===== src/design/lgps_pkg.sv =====
// Package: types, codes and coefficient ROM of the leg-length gain scheduler
package lgps_pkg;

	localparam int LEN_W      = 16;
	localparam int X_W        = 16;
	localparam int ACC_W      = 32;
	localparam int GAIN_W     = 25;
	localparam int NUM_W      = 20;
	localparam int MUL_A_W    = 32;
	localparam int MUL_B_W    = 22;
	localparam int PROD_W     = MUL_A_W + MUL_B_W;
	localparam int QUO_W      = 18;
	localparam int ROW_W      = 2;
	localparam int COL_W      = 4;
	localparam int CNT_W      = 4;
	localparam int MAX_RESULTS = 12;
	localparam int ROM_ROWS   = 2;
	localparam int ROM_COLS   = 6;

	// Q0.16 value of 0.25 m
	localparam logic [LEN_W:0] CENTER_LEN = 17'd16384;
	// ceil(2^22 / 3), exact floor(n / 3) for n < 2^21
	localparam logic signed [MUL_B_W-1:0] RECIP3 = 22'sd1398102;
	localparam int RECIP3_SHIFT = 22;
	localparam logic signed [PROD_W-1:0] ROUND_HALF = 54'sd16384;
	localparam int HORNER_SHIFT = 15;
	localparam logic signed [ACC_W-1:0] GAIN_HI = 32'sd16777215;
	localparam logic signed [ACC_W-1:0] GAIN_LO = -32'sd16777216;
	localparam logic [QUO_W-1:0] X_POS_LIM = 18'd32767;
	localparam logic [QUO_W-1:0] X_NEG_LIM = 18'd32768;
	localparam logic signed [X_W-1:0] X_MAX = 16'sh7fff;
	localparam logic signed [X_W-1:0] X_MIN = 16'sh8000;

	localparam logic [LEN_W-1:0] MIN_LEG_RST = 16'd9918;
	localparam logic [LEN_W-1:0] MAX_LEG_RST = 16'd19888;

	localparam logic [1:0] TAP_C0    = 2'd0;
	localparam logic [1:0] TAP_FIRST = 2'd1;
	localparam logic [1:0] TAP_LAST  = 2'd3;

	typedef enum logic {
		CFG_MIN_LEG = 1'b0,
		CFG_MAX_LEG = 1'b1
	} cfg_idx_t;

	typedef enum logic [2:0] {
		ST_IDLE,
		ST_PREP,
		ST_NMUL,
		ST_NFIN,
		ST_MUL,
		ST_ADD,
		ST_LOAD
	} lgps_state_t;

	typedef struct packed {
		logic             ld_len;
		logic             prep;
		logic             mul_norm;
		logic             mul_en;
		logic             norm_fin;
		logic             acc_sum;
		logic             acc_coef;
		logic             emit;
		logic [ROW_W-1:0] coef_row;
		logic [COL_W-1:0] coef_col;
		logic [1:0]       coef_tap;
	} lgps_ctrl_t;

	// cubic coefficients c0..c3 per gain, signed Q9.16
	localparam logic signed [ACC_W-1:0] COEF_ROM [ROM_ROWS][ROM_COLS][4] = '{
		'{
			'{-32'sd65928, 32'sd90026, -32'sd244330, -32'sd1237405},
			'{32'sd314, 32'sd855, -32'sd69594, -32'sd142843},
			'{-32'sd30444, 32'sd31829, -32'sd30363, -32'sd248284},
			'{-32'sd21721, 32'sd22489, -32'sd33181, -32'sd223870},
			'{-32'sd18668, 32'sd114718, -32'sd202640, 32'sd160726},
			'{-32'sd3594, 32'sd12355, -32'sd24414, 32'sd18885}
		},
		'{
			'{32'sd5031, 32'sd715065, -32'sd1613539, 32'sd2191441},
			'{32'sd19324, 32'sd20016, -32'sd98050, 32'sd313259},
			'{-32'sd79865, 32'sd382702, -32'sd741343, 32'sd946711},
			'{-32'sd88859, 32'sd312022, -32'sd587967, 32'sd769990},
			'{32'sd623076, -32'sd650507, 32'sd553903, 32'sd8768386},
			'{32'sd67662, -32'sd63238, 32'sd45881, 32'sd293836}
		}
	};

	// entries outside the stored matrix read as zero
	function automatic logic signed [ACC_W-1:0] coef_f(input logic [ROW_W-1:0] row,
		input logic [COL_W-1:0] col, input logic [1:0] tap);
		logic signed [ACC_W-1:0] c;
		c = '0;
		if (row < ROW_W'(ROM_ROWS) && col < COL_W'(ROM_COLS)) begin
			c = COEF_ROM[row[0]][col[2:0]][tap];
		end
		return c;
	endfunction

endpackage


===== src/design/lgps_if.sv =====
// Valid/ready channel interfaces for leg-length requests and gain results
interface lgps_in_if;
	logic        valid;
	logic        ready;
	logic [15:0] len_sample;

	modport source (output valid, output len_sample, input ready);
	modport sink (input valid, input len_sample, output ready);
endinterface

interface lgps_out_if;
	logic               valid;
	logic               ready;
	logic               actuator_index;
	logic [2:0]         state_index;
	logic signed [24:0] gain_value;
	logic               last_gain;

	modport source (output valid, output actuator_index, output state_index,
		output gain_value, output last_gain, input ready);
	modport sink (input valid, input actuator_index, input state_index,
		input gain_value, input last_gain, output ready);
endinterface


===== src/design/lqr_gain_polynomial_schedule.sv =====
// Top level: leg-length gain scheduler, cubic gain polynomials by Horner's rule
//
// in_ch carries one leg-length request (unsigned Q0.16 m). The sample is clamped
// to [min_leg_length, max_leg_length], normalized to x in signed Q1.15, and
// twelve cubic gains are evaluated on one shared 32x22 multiplier: three
// multiply/accumulate pairs per gain (states MUL and ADD), and the LOAD state
// between gains to load the leading coefficient of the next one.
// out_ch delivers one result per gain, actuator-major, with the row and
// column index, the gain in signed Q9.16 (saturated) and last_gain on the
// final one.
// After the request is taken, the PREP, NMUL and NFIN states normalize x and
// the gains follow; in_ch.ready is high only when idle, so a new request is
// taken only after the final gain has entered the output register.
// A single output register holds each result; while out_ch stalls, the
// sequencer waits on the finished gain and resumes when the register frees.
// Configuration: cfg_we with cfg_index 0 (min) or 1 (max), written while idle.
// Reset (arst_n low) returns to idle, empties the output register and loads
// the limits 9918 and 19888.
module lqr_gain_polynomial_schedule #(
	parameter int GAIN_ROWS = 2,
	parameter int GAIN_COLS = 6
) (
	input  logic               clk,
	input  logic               arst_n,
	input  logic               cfg_we,
	input  lgps_pkg::cfg_idx_t cfg_index,
	input  logic [15:0]        cfg_data,
	lgps_in_if.sink            in_ch,
	lgps_out_if.source         out_ch
);
	import lgps_pkg::*;

	lgps_ctrl_t ctl;

	lgps_ctrl #(
		.GAIN_ROWS (GAIN_ROWS),
		.GAIN_COLS (GAIN_COLS)
	) u_ctrl (
		.clk            (clk),
		.arst_n         (arst_n),
		.in_valid       (in_ch.valid),
		.in_ready       (in_ch.ready),
		.out_valid      (out_ch.valid),
		.out_ready      (out_ch.ready),
		.actuator_index (out_ch.actuator_index),
		.state_index    (out_ch.state_index),
		.last_gain      (out_ch.last_gain),
		.ctl            (ctl)
	);

	lgps_datapath u_datapath (
		.clk        (clk),
		.arst_n     (arst_n),
		.cfg_we     (cfg_we),
		.cfg_index  (cfg_index),
		.cfg_data   (cfg_data),
		.len_sample (in_ch.len_sample),
		.ctl        (ctl),
		.gain_value (out_ch.gain_value)
	);

endmodule


===== src/design/lgps_datapath.sv =====
// Datapath: limit registers, clamp, shared multiplier, normalize and Horner accumulate
module lgps_datapath (
	input  logic                      clk,
	input  logic                      arst_n,
	input  logic                      cfg_we,
	input  lgps_pkg::cfg_idx_t        cfg_index,
	input  logic [15:0]               cfg_data,
	input  logic [15:0]               len_sample,
	input  lgps_pkg::lgps_ctrl_t      ctl,
	output logic signed [24:0]        gain_value
);
	import lgps_pkg::*;

	logic [LEN_W-1:0]          min_leg_q;
	logic [LEN_W-1:0]          max_leg_q;
	logic [LEN_W-1:0]          len_lo;
	logic [LEN_W-1:0]          len_cl;
	logic [LEN_W-1:0]          len_q;
	logic signed [LEN_W:0]     dlt;
	logic [LEN_W:0]            dlt_abs;
	logic [NUM_W-1:0]          num;
	logic [NUM_W-1:0]          num_q;
	logic                      neg_q;
	logic signed [MUL_A_W-1:0] mul_a;
	logic signed [MUL_B_W-1:0] mul_b;
	logic signed [PROD_W-1:0]  prod_q;
	logic [QUO_W-1:0]          quo;
	logic [QUO_W-1:0]          quo_neg;
	logic signed [X_W-1:0]     x_nx;
	logic signed [X_W-1:0]     x_q;
	logic signed [PROD_W-1:0]  rnd;
	logic signed [PROD_W-1:0]  rnd_sh;
	logic signed [ACC_W-1:0]   coef;
	logic signed [ACC_W-1:0]   sum;
	logic signed [ACC_W-1:0]   acc_q;
	logic signed [GAIN_W-1:0]  gain_sat;
	logic signed [GAIN_W-1:0]  gain_q;

	always_ff @(posedge clk or negedge arst_n) begin
		if (!arst_n) begin
			min_leg_q <= MIN_LEG_RST;
			max_leg_q <= MAX_LEG_RST;
		end else if (cfg_we) begin
			case (cfg_index)
				CFG_MIN_LEG: min_leg_q <= cfg_data;
				CFG_MAX_LEG: max_leg_q <= cfg_data;
				default: ;
			endcase
		end
	end

	// lower bound first, then upper bound
	assign len_lo = (len_sample < min_leg_q) ? min_leg_q : len_sample;
	assign len_cl = (len_lo > max_leg_q) ? max_leg_q : len_lo;

	// |10*d| + 1, rounded quotient by 3 follows
	assign dlt     = $signed({1'b0, len_q} - CENTER_LEN);
	assign dlt_abs = dlt[LEN_W] ? (LEN_W+1)'(-dlt) : dlt;
	assign num     = NUM_W'({dlt_abs, 3'b000}) + NUM_W'({dlt_abs, 1'b0}) + NUM_W'(1);

	assign mul_a = ctl.mul_norm ? $signed({{(MUL_A_W-NUM_W){1'b0}}, num_q}) : acc_q;
	assign mul_b = ctl.mul_norm ? RECIP3 : MUL_B_W'(x_q);

	assign quo     = prod_q[RECIP3_SHIFT +: QUO_W];
	assign quo_neg = QUO_W'(-quo);
	always_comb begin
		if (neg_q) begin
			x_nx = (quo > X_NEG_LIM) ? X_MIN : $signed(quo_neg[X_W-1:0]);
		end else begin
			x_nx = (quo > X_POS_LIM) ? X_MAX : $signed(quo[X_W-1:0]);
		end
	end

	assign coef   = coef_f(ctl.coef_row, ctl.coef_col, ctl.coef_tap);
	assign rnd    = prod_q + ROUND_HALF;
	assign rnd_sh = rnd >>> HORNER_SHIFT;
	assign sum    = $signed(rnd_sh[ACC_W-1:0]) + coef;

	always_comb begin
		if (sum > GAIN_HI) begin
			gain_sat = GAIN_HI[GAIN_W-1:0];
		end else if (sum < GAIN_LO) begin
			gain_sat = GAIN_LO[GAIN_W-1:0];
		end else begin
			gain_sat = sum[GAIN_W-1:0];
		end
	end

	always_ff @(posedge clk) begin
		if (ctl.ld_len) begin
			len_q <= len_cl;
		end
		if (ctl.prep) begin
			num_q <= num;
			neg_q <= dlt[LEN_W];
		end
		if (ctl.mul_en) begin
			prod_q <= mul_a * mul_b;
		end
		if (ctl.norm_fin) begin
			x_q <= x_nx;
		end
		if (ctl.acc_coef) begin
			acc_q <= coef;
		end else if (ctl.acc_sum) begin
			acc_q <= sum;
		end
		if (ctl.emit) begin
			gain_q <= gain_sat;
		end
	end

	assign gain_value = gain_q;

endmodule


===== src/design/lgps_ctrl.sv =====
// Sequencer: state machine, gain and tap counters, result register control
module lgps_ctrl #(
	parameter int GAIN_ROWS = 2,
	parameter int GAIN_COLS = 6
) (
	input  logic                 clk,
	input  logic                 arst_n,
	input  logic                 in_valid,
	output logic                 in_ready,
	output logic                 out_valid,
	input  logic                 out_ready,
	output logic                 actuator_index,
	output logic [2:0]           state_index,
	output logic                 last_gain,
	output lgps_pkg::lgps_ctrl_t ctl
);
	import lgps_pkg::*;

	localparam int RW = (GAIN_ROWS > 1) ? $clog2(GAIN_ROWS) : 1;
	localparam int CW = (GAIN_COLS > 1) ? $clog2(GAIN_COLS) : 1;
	localparam int PRODUCT = GAIN_ROWS * GAIN_COLS;
	localparam int TOTAL = (PRODUCT > MAX_RESULTS) ? MAX_RESULTS : PRODUCT;

	lgps_state_t      state_q;
	lgps_state_t      state_d;
	logic [1:0]       tap_q;
	logic [RW-1:0]    row_q;
	logic [CW-1:0]    col_q;
	logic [RW-1:0]    row_nx;
	logic [CW-1:0]    col_nx;
	logic [CNT_W-1:0] cnt_q;
	logic             last;
	logic             slot_free;
	logic             out_valid_q;
	logic             out_act_q;
	logic [2:0]       out_st_q;
	logic             out_last_q;

	assign last      = (cnt_q == CNT_W'(TOTAL - 1));
	assign slot_free = !out_valid_q || out_ready;
	assign col_nx    = (col_q == CW'(GAIN_COLS - 1)) ? '0 : CW'(col_q + 1'b1);
	assign row_nx    = (col_q == CW'(GAIN_COLS - 1)) ? RW'(row_q + 1'b1) : row_q;

	always_comb begin
		state_d      = state_q;
		in_ready     = 1'b0;
		ctl          = '0;
		ctl.coef_row = ROW_W'(row_q);
		ctl.coef_col = COL_W'(col_q);
		ctl.coef_tap = TAP_C0;
		case (state_q)
			ST_IDLE: begin
				in_ready = 1'b1;
				if (in_valid) begin
					ctl.ld_len = 1'b1;
					state_d    = ST_PREP;
				end
			end
			ST_PREP: begin
				ctl.prep = 1'b1;
				state_d  = ST_NMUL;
			end
			ST_NMUL: begin
				ctl.mul_norm = 1'b1;
				ctl.mul_en   = 1'b1;
				state_d      = ST_NFIN;
			end
			ST_NFIN: begin
				ctl.norm_fin = 1'b1;
				ctl.acc_coef = 1'b1;
				state_d      = ST_MUL;
			end
			ST_MUL: begin
				ctl.mul_en = 1'b1;
				state_d    = ST_ADD;
			end
			ST_ADD: begin
				if (tap_q != TAP_LAST) begin
					ctl.acc_sum  = 1'b1;
					ctl.coef_tap = tap_q;
					state_d      = ST_MUL;
				end else if (slot_free) begin
					ctl.emit     = 1'b1;
					ctl.coef_tap = TAP_LAST;
					state_d      = last ? ST_IDLE : ST_LOAD;
				end
			end
			// c0 of the next gain
			ST_LOAD: begin
				ctl.acc_coef = 1'b1;
				state_d      = ST_MUL;
			end
			default: state_d = ST_IDLE;
		endcase
	end

	always_ff @(posedge clk or negedge arst_n) begin
		if (!arst_n) begin
			state_q     <= ST_IDLE;
			tap_q       <= TAP_C0;
			row_q       <= '0;
			col_q       <= '0;
			cnt_q       <= '0;
			out_valid_q <= 1'b0;
			out_act_q   <= 1'b0;
			out_st_q    <= '0;
			out_last_q  <= 1'b0;
		end else begin
			state_q <= state_d;
			if (ctl.ld_len) begin
				row_q <= '0;
				col_q <= '0;
				cnt_q <= '0;
			end
			if (ctl.norm_fin) begin
				tap_q <= TAP_FIRST;
			end
			if (ctl.acc_sum) begin
				tap_q <= tap_q + 2'd1;
			end
			if (ctl.emit) begin
				tap_q       <= TAP_FIRST;
				row_q       <= row_nx;
				col_q       <= col_nx;
				cnt_q       <= cnt_q + 1'b1;
				out_valid_q <= 1'b1;
				out_act_q   <= 1'(row_q);
				out_st_q    <= 3'(col_q);
				out_last_q  <= last;
			end else if (out_ready) begin
				out_valid_q <= 1'b0;
			end
		end
	end

	assign out_valid      = out_valid_q;
	assign actuator_index = out_act_q;
	assign state_index    = out_st_q;
	assign last_gain      = out_last_q;

endmodule


===== src/flat_wrapper.sv =====
// flat-port wrapper written by rule: the top's interface ports become plain ports
module lqr_gain_polynomial_schedule_flat import lgps_pkg::*;
#(
	parameter int GAIN_ROWS = 2,
	parameter int GAIN_COLS = 6
)
  (clk, arst_n, cfg_we, cfg_index, cfg_data, in_ch_valid, in_ch_len_sample, in_ch_ready, out_ch_valid, out_ch_actuator_index, out_ch_state_index, out_ch_gain_value, out_ch_last_gain, out_ch_ready);
  lgps_in_if in_ch_i ();
  lgps_out_if out_ch_i ();
  input  logic clk;
  input  logic arst_n;
  input  logic cfg_we;
  input  lgps_pkg::cfg_idx_t cfg_index;
  input  logic [15:0] cfg_data;
  input wire logic [$bits(in_ch_i.valid)-1:0] in_ch_valid;
  input wire logic [$bits(in_ch_i.len_sample)-1:0] in_ch_len_sample;
  output wire logic [$bits(in_ch_i.ready)-1:0] in_ch_ready;
  output wire logic [$bits(out_ch_i.valid)-1:0] out_ch_valid;
  output wire logic [$bits(out_ch_i.actuator_index)-1:0] out_ch_actuator_index;
  output wire logic [$bits(out_ch_i.state_index)-1:0] out_ch_state_index;
  output wire logic [$bits(out_ch_i.gain_value)-1:0] out_ch_gain_value;
  output wire logic [$bits(out_ch_i.last_gain)-1:0] out_ch_last_gain;
  input wire logic [$bits(out_ch_i.ready)-1:0] out_ch_ready;
  assign in_ch_i.valid = in_ch_valid;
  assign in_ch_i.len_sample = in_ch_len_sample;
  assign in_ch_ready = in_ch_i.ready;
  assign out_ch_valid = out_ch_i.valid;
  assign out_ch_actuator_index = out_ch_i.actuator_index;
  assign out_ch_state_index = out_ch_i.state_index;
  assign out_ch_gain_value = out_ch_i.gain_value;
  assign out_ch_last_gain = out_ch_i.last_gain;
  assign out_ch_i.ready = out_ch_ready;
  lqr_gain_polynomial_schedule #(.GAIN_ROWS(GAIN_ROWS), .GAIN_COLS(GAIN_COLS)) u_core (.clk(clk), .arst_n(arst_n), .cfg_we(cfg_we), .cfg_index(cfg_index), .cfg_data(cfg_data), .in_ch(in_ch_i), .out_ch(out_ch_i));
endmodule

===== config.mk =====
export PLATFORM = sky130hd
export DESIGN_NAME = lqr_gain_polynomial_schedule_flat
export DESIGN_NICKNAME = d
export VERILOG_FILES = /design/src/design/lgps_pkg.sv /design/src/design/lgps_if.sv /design/src/design/lqr_gain_polynomial_schedule.sv /design/src/design/lgps_datapath.sv /design/src/design/lgps_ctrl.sv /design/src/flat_wrapper.sv
export SDC_FILE = /design/constraint.sdc
export NUM_CORES = 2
export LEC_CHECK = 0
export ABC_AREA = 0
export BUFFER_PORTS_ARGS = -buffer_cell sky130_fd_sc_hd__buf_2
export CAP_MARGIN = 15
export CORE_MARGIN = 2
export CORE_UTILIZATION = 60
export CTS_CLUSTER_SIZE = 16
export DETAILED_ROUTE_END_ITERATION = 8
export PLACE_DENSITY = 0.8
export SYNTH_ARGS = -nofsm -noshare
export SYNTH_HDL_FRONTEND = slang
export SYNTH_HIERARCHICAL = 1
export SYNTH_SLANG_ARGS = --single-unit

===== constraint.sdc =====
create_clock -name clk -period 8.7 [get_ports clk]
set_clock_uncertainty 0.2 [all_clocks]
set_input_delay 0.87 -clock clk [delete_from_list [all_inputs] [get_ports clk]]
set_output_delay 0.87 -clock clk [all_outputs]
set_load 0.01 [all_outputs]

==> flow_metrics.env <==
export IMPL_path_buf_inv=8
export IMPL_cp_slowest_cell="fa_1"
export IMPL_crit_arrival_ps=8480
export IMPL_fillCellCount=4593
export IMPL_syn_instance_count=3779
export IMPL_setup_worst_path_end_class="flop"
export IMPL_drt_iter0_markers=2997
export IMPL_holdBufCountCts=0
export IMPL_grt_overflow=0
export IMPL_die_w_um=246
export IMPL_cpMostUsedCell="fa_1"
export IMPL_wl_per_cell_um=23.0
export IMPL_grt_pass1_wl_um=165000
export IMPL_antenna_found_initial=2
export IMPL_grt_start_max_net_pins=76
export IMPL_initial_core_util=0.607
export IMPL_clkTransAtPathRegs_ps=80
export IMPL_ant_nets=0
export IMPL_max_cap_violations=0
export IMPL_grt_pass1_vias=29000
export IMPL_fp_row_count=88
export IMPL_hpwlAfterDp_um=86100
export IMPL_cp_start_kind="flop"
export IMPL_cts_sinks=193
export IMPL_finalCriticalPeriod_ps=8440
export IMPL_status="completed"
export IMPL_syn2layout_area_growth_pct=7.49
export IMPL_num_vias=27900
export IMPL_cts_buffer_depth=2
export IMPL_report_final_hold_viol_count=0
export IMPL_via_per_inst=6.02
export IMPL_die_area_um2=60300
export IMPL_core_area_um2=57700
export IMPL_cp_top_family="adder cells"
export IMPL_setup_violations_final=0
export IMPL_cp_max_fo=7
export IMPL_clk_latency_ps=490
export IMPL_timing_final_ws_setup_ps=264
export IMPL_seq_area_um2=5560
export IMPL_critPathKind="reg2reg"
export IMPL_synth_cell_types=91
export IMPL_drive_gt1_frac=0.101
export IMPL_io_pins=70
export IMPL_gp_congestion=1.04
export IMPL_holdWs_ps=289
export IMPL_crit_path_max_incr_delay_ps=610
export IMPL_htree_levels=4
export IMPL_multi_input_area_um2=26200
export IMPL_worstMarginPinSlew_ps=1070
export IMPL_ys_flop_type="edfxtp_1"
export IMPL_min_period_over_period=0.970
export IMPL_synthArstFlopShare=0.264
export IMPL_final_common_cell="inv_1"
export IMPL_synth_seq_area_share=0.159
export IMPL_die_h_um=246
export IMPL_dp_slack_ps=95.6
export IMPL_synth_area_per_cell_um2=9.27
export IMPL_ys_seq_elements=193
export IMPL_cts_tree="done"
export IMPL_dr_pass1_iters=6
export IMPL_port_buffers=69
export IMPL_root_buffer="clkbuf_16"
export IMPL_ys_warn_count=6
export IMPL_slew_headroom=0.279
export IMPL_fin_area_um2=37700
export IMPL_layout_nets=4757
export IMPL_hp_class="in2async"
export IMPL_dpl_cell_area_um2=36800
export IMPL_routed_wl_um=107000
export IMPL_final_cell_mix="inv_1, fa_1, nand2_1"
export IMPL_drc=0
export IMPL_synth_edf_count=142
export IMPL_timing_final_max_slew_violations=0
export IMPL_cp_required_ps=8740
export IMPL_syn_cell_area_um2=35000
export IMPL_grtUsageTotal=0.365
export IMPL_clock_fmax_ghz=0.119
export IMPL_cts_buffers=17
==> kinds of logic after synthesis <==
group | share of synthesized area
other cells | 0.000107
simple gates | 0.140
buf+inv | 0.0964
fa+ha+maj | 0.444
xor+xnor | 0.0377
mux | 0.0225
compound gates | 0.101
flops | 0.159
==> stage by stage <==
| stage | util | TNS [ps] | instances |
|---|---|---|---|
| finish | 0.653 | 0 | 4630 |
| global route | 0.653 | -80.1 | 4629 |
| detailed placement | 0.638 | 0 | 4584 |
| CTS | 0.648 | 0 | 4616 |
| global placement | 0.638 | 0 | 4584 |
| floorplan | - | 0 | 3780 |
==> path summary, 6_finish.rpt <==
kind	endpoint	slack, ps	depth (start not counted)	start
setup / recovery	u_core/u_datapath/prod_q[43]	260	30	u_core/u_ctrl/state_q[2]
hold / removal	u_core/u_datapath/min_leg_q[14]	290	2	arst_n
setup reg to reg	u_core/u_datapath/prod_q[43]	260	30	u_core/u_ctrl/state_q[2]
hold reg to reg	u_core/u_ctrl/cnt_q[3]	290	1	u_core/u_ctrl/cnt_q[3]
max in group asynchronous	u_core/u_ctrl/col_q[2]	7530	2	arst_n
min in group clk	u_core/u_ctrl/cnt_q[3]	290	1	u_core/u_ctrl/cnt_q[3]
==> routing by layer <==
metal / GRT usage / vias to the layer above / share of wire
met5: 0 / - / 0.00022
met4: 0.257 / 4 / 0.090
met3: 0.0831 / 480 / 0.097
met2: 0.571 / 1598 / 0.45
met1: 0.449 / 13700 / 0.36
li1: - / 12100 / -
==> cell usage after synthesis, drive strengths merged (4+ instances only) <==
master  number  area share
a211oi      21      0.0045
a21boi       4     0.00086
a21o        45      0.0096
a21oi      146       0.021
a31oi       18      0.0032
a41oi        6      0.0015
and2       154       0.027
and3        14      0.0025
and4         5      0.0012
buf         35      0.0049
clkbuf     138       0.015
dfrtp       35       0.025
dfstp       16       0.012
edfxtp     142        0.12
fa         623        0.36
ha         245       0.087
inv        713       0.076
mux2        56       0.018
mux2i       12      0.0034
nand2      427       0.046
nand2b      24      0.0043
nand3       42      0.0060
nand4       21      0.0037
nor2       218       0.023
nor2b       44      0.0079
nor3        28      0.0043
nor3b        5      0.0012
nor4         5     0.00089
o211ai      13      0.0028
o21a        35      0.0075
o21ai      184       0.026
o21bai      12      0.0026
o22ai        9      0.0016
o311ai      15      0.0037
o31ai       13      0.0028
o41ai        5      0.0012
or2         15      0.0027
or3         19      0.0041
or4          5      0.0011
xnor2      102       0.025
xor2        49       0.012
==> flip-flops by register name, indices dropped and copies added (netlist names) <==
name	count
u_core/u_ctrl/last_gain	1
u_core/u_ctrl/cnt_q	4
u_core/u_datapath/len_q	16
u_core/u_ctrl/col_q	3
u_core/u_datapath/x_q	16
u_core/u_ctrl/out_valid	1
u_core/u_datapath/gain_value	25
u_core/u_datapath/acc_q	32
u_core/u_ctrl/row_q	1
u_core/u_datapath/num_q	19
u_core/u_ctrl/actuator_index	1
u_core/u_ctrl/tap_q	2
u_core/u_datapath/max_leg_q	16
u_core/u_datapath/min_leg_q	16
u_core/u_ctrl/state_index	3
u_core/u_datapath/prod_q	33
u_core/u_datapath/neg_q	1
u_core/u_ctrl/state_q	3
==> what timing repair did <==
action,in CTS,in global routing
buffers inserted,0,11
setup endpoints to repair,0,14
resized for setup,0,24
==> cell type report <==
class | instances | share of cell area
Antenna cell | 1 | 0.0000664
Clock buffer | 17 | 0.0113
Clock inverter | 15 | 0.00515
Inverter | 716 | 0.0715
Multi-Input combinational cell | 2698 | 0.696
Sequential cell | 193 | 0.148
Tap cell | 765 | 0.0254
Timing Repair Buffer | 225 | 0.0427
Power is not shown: default switching activity piles up to over one toggle a cycle in this logic, so the estimate is an artifact.
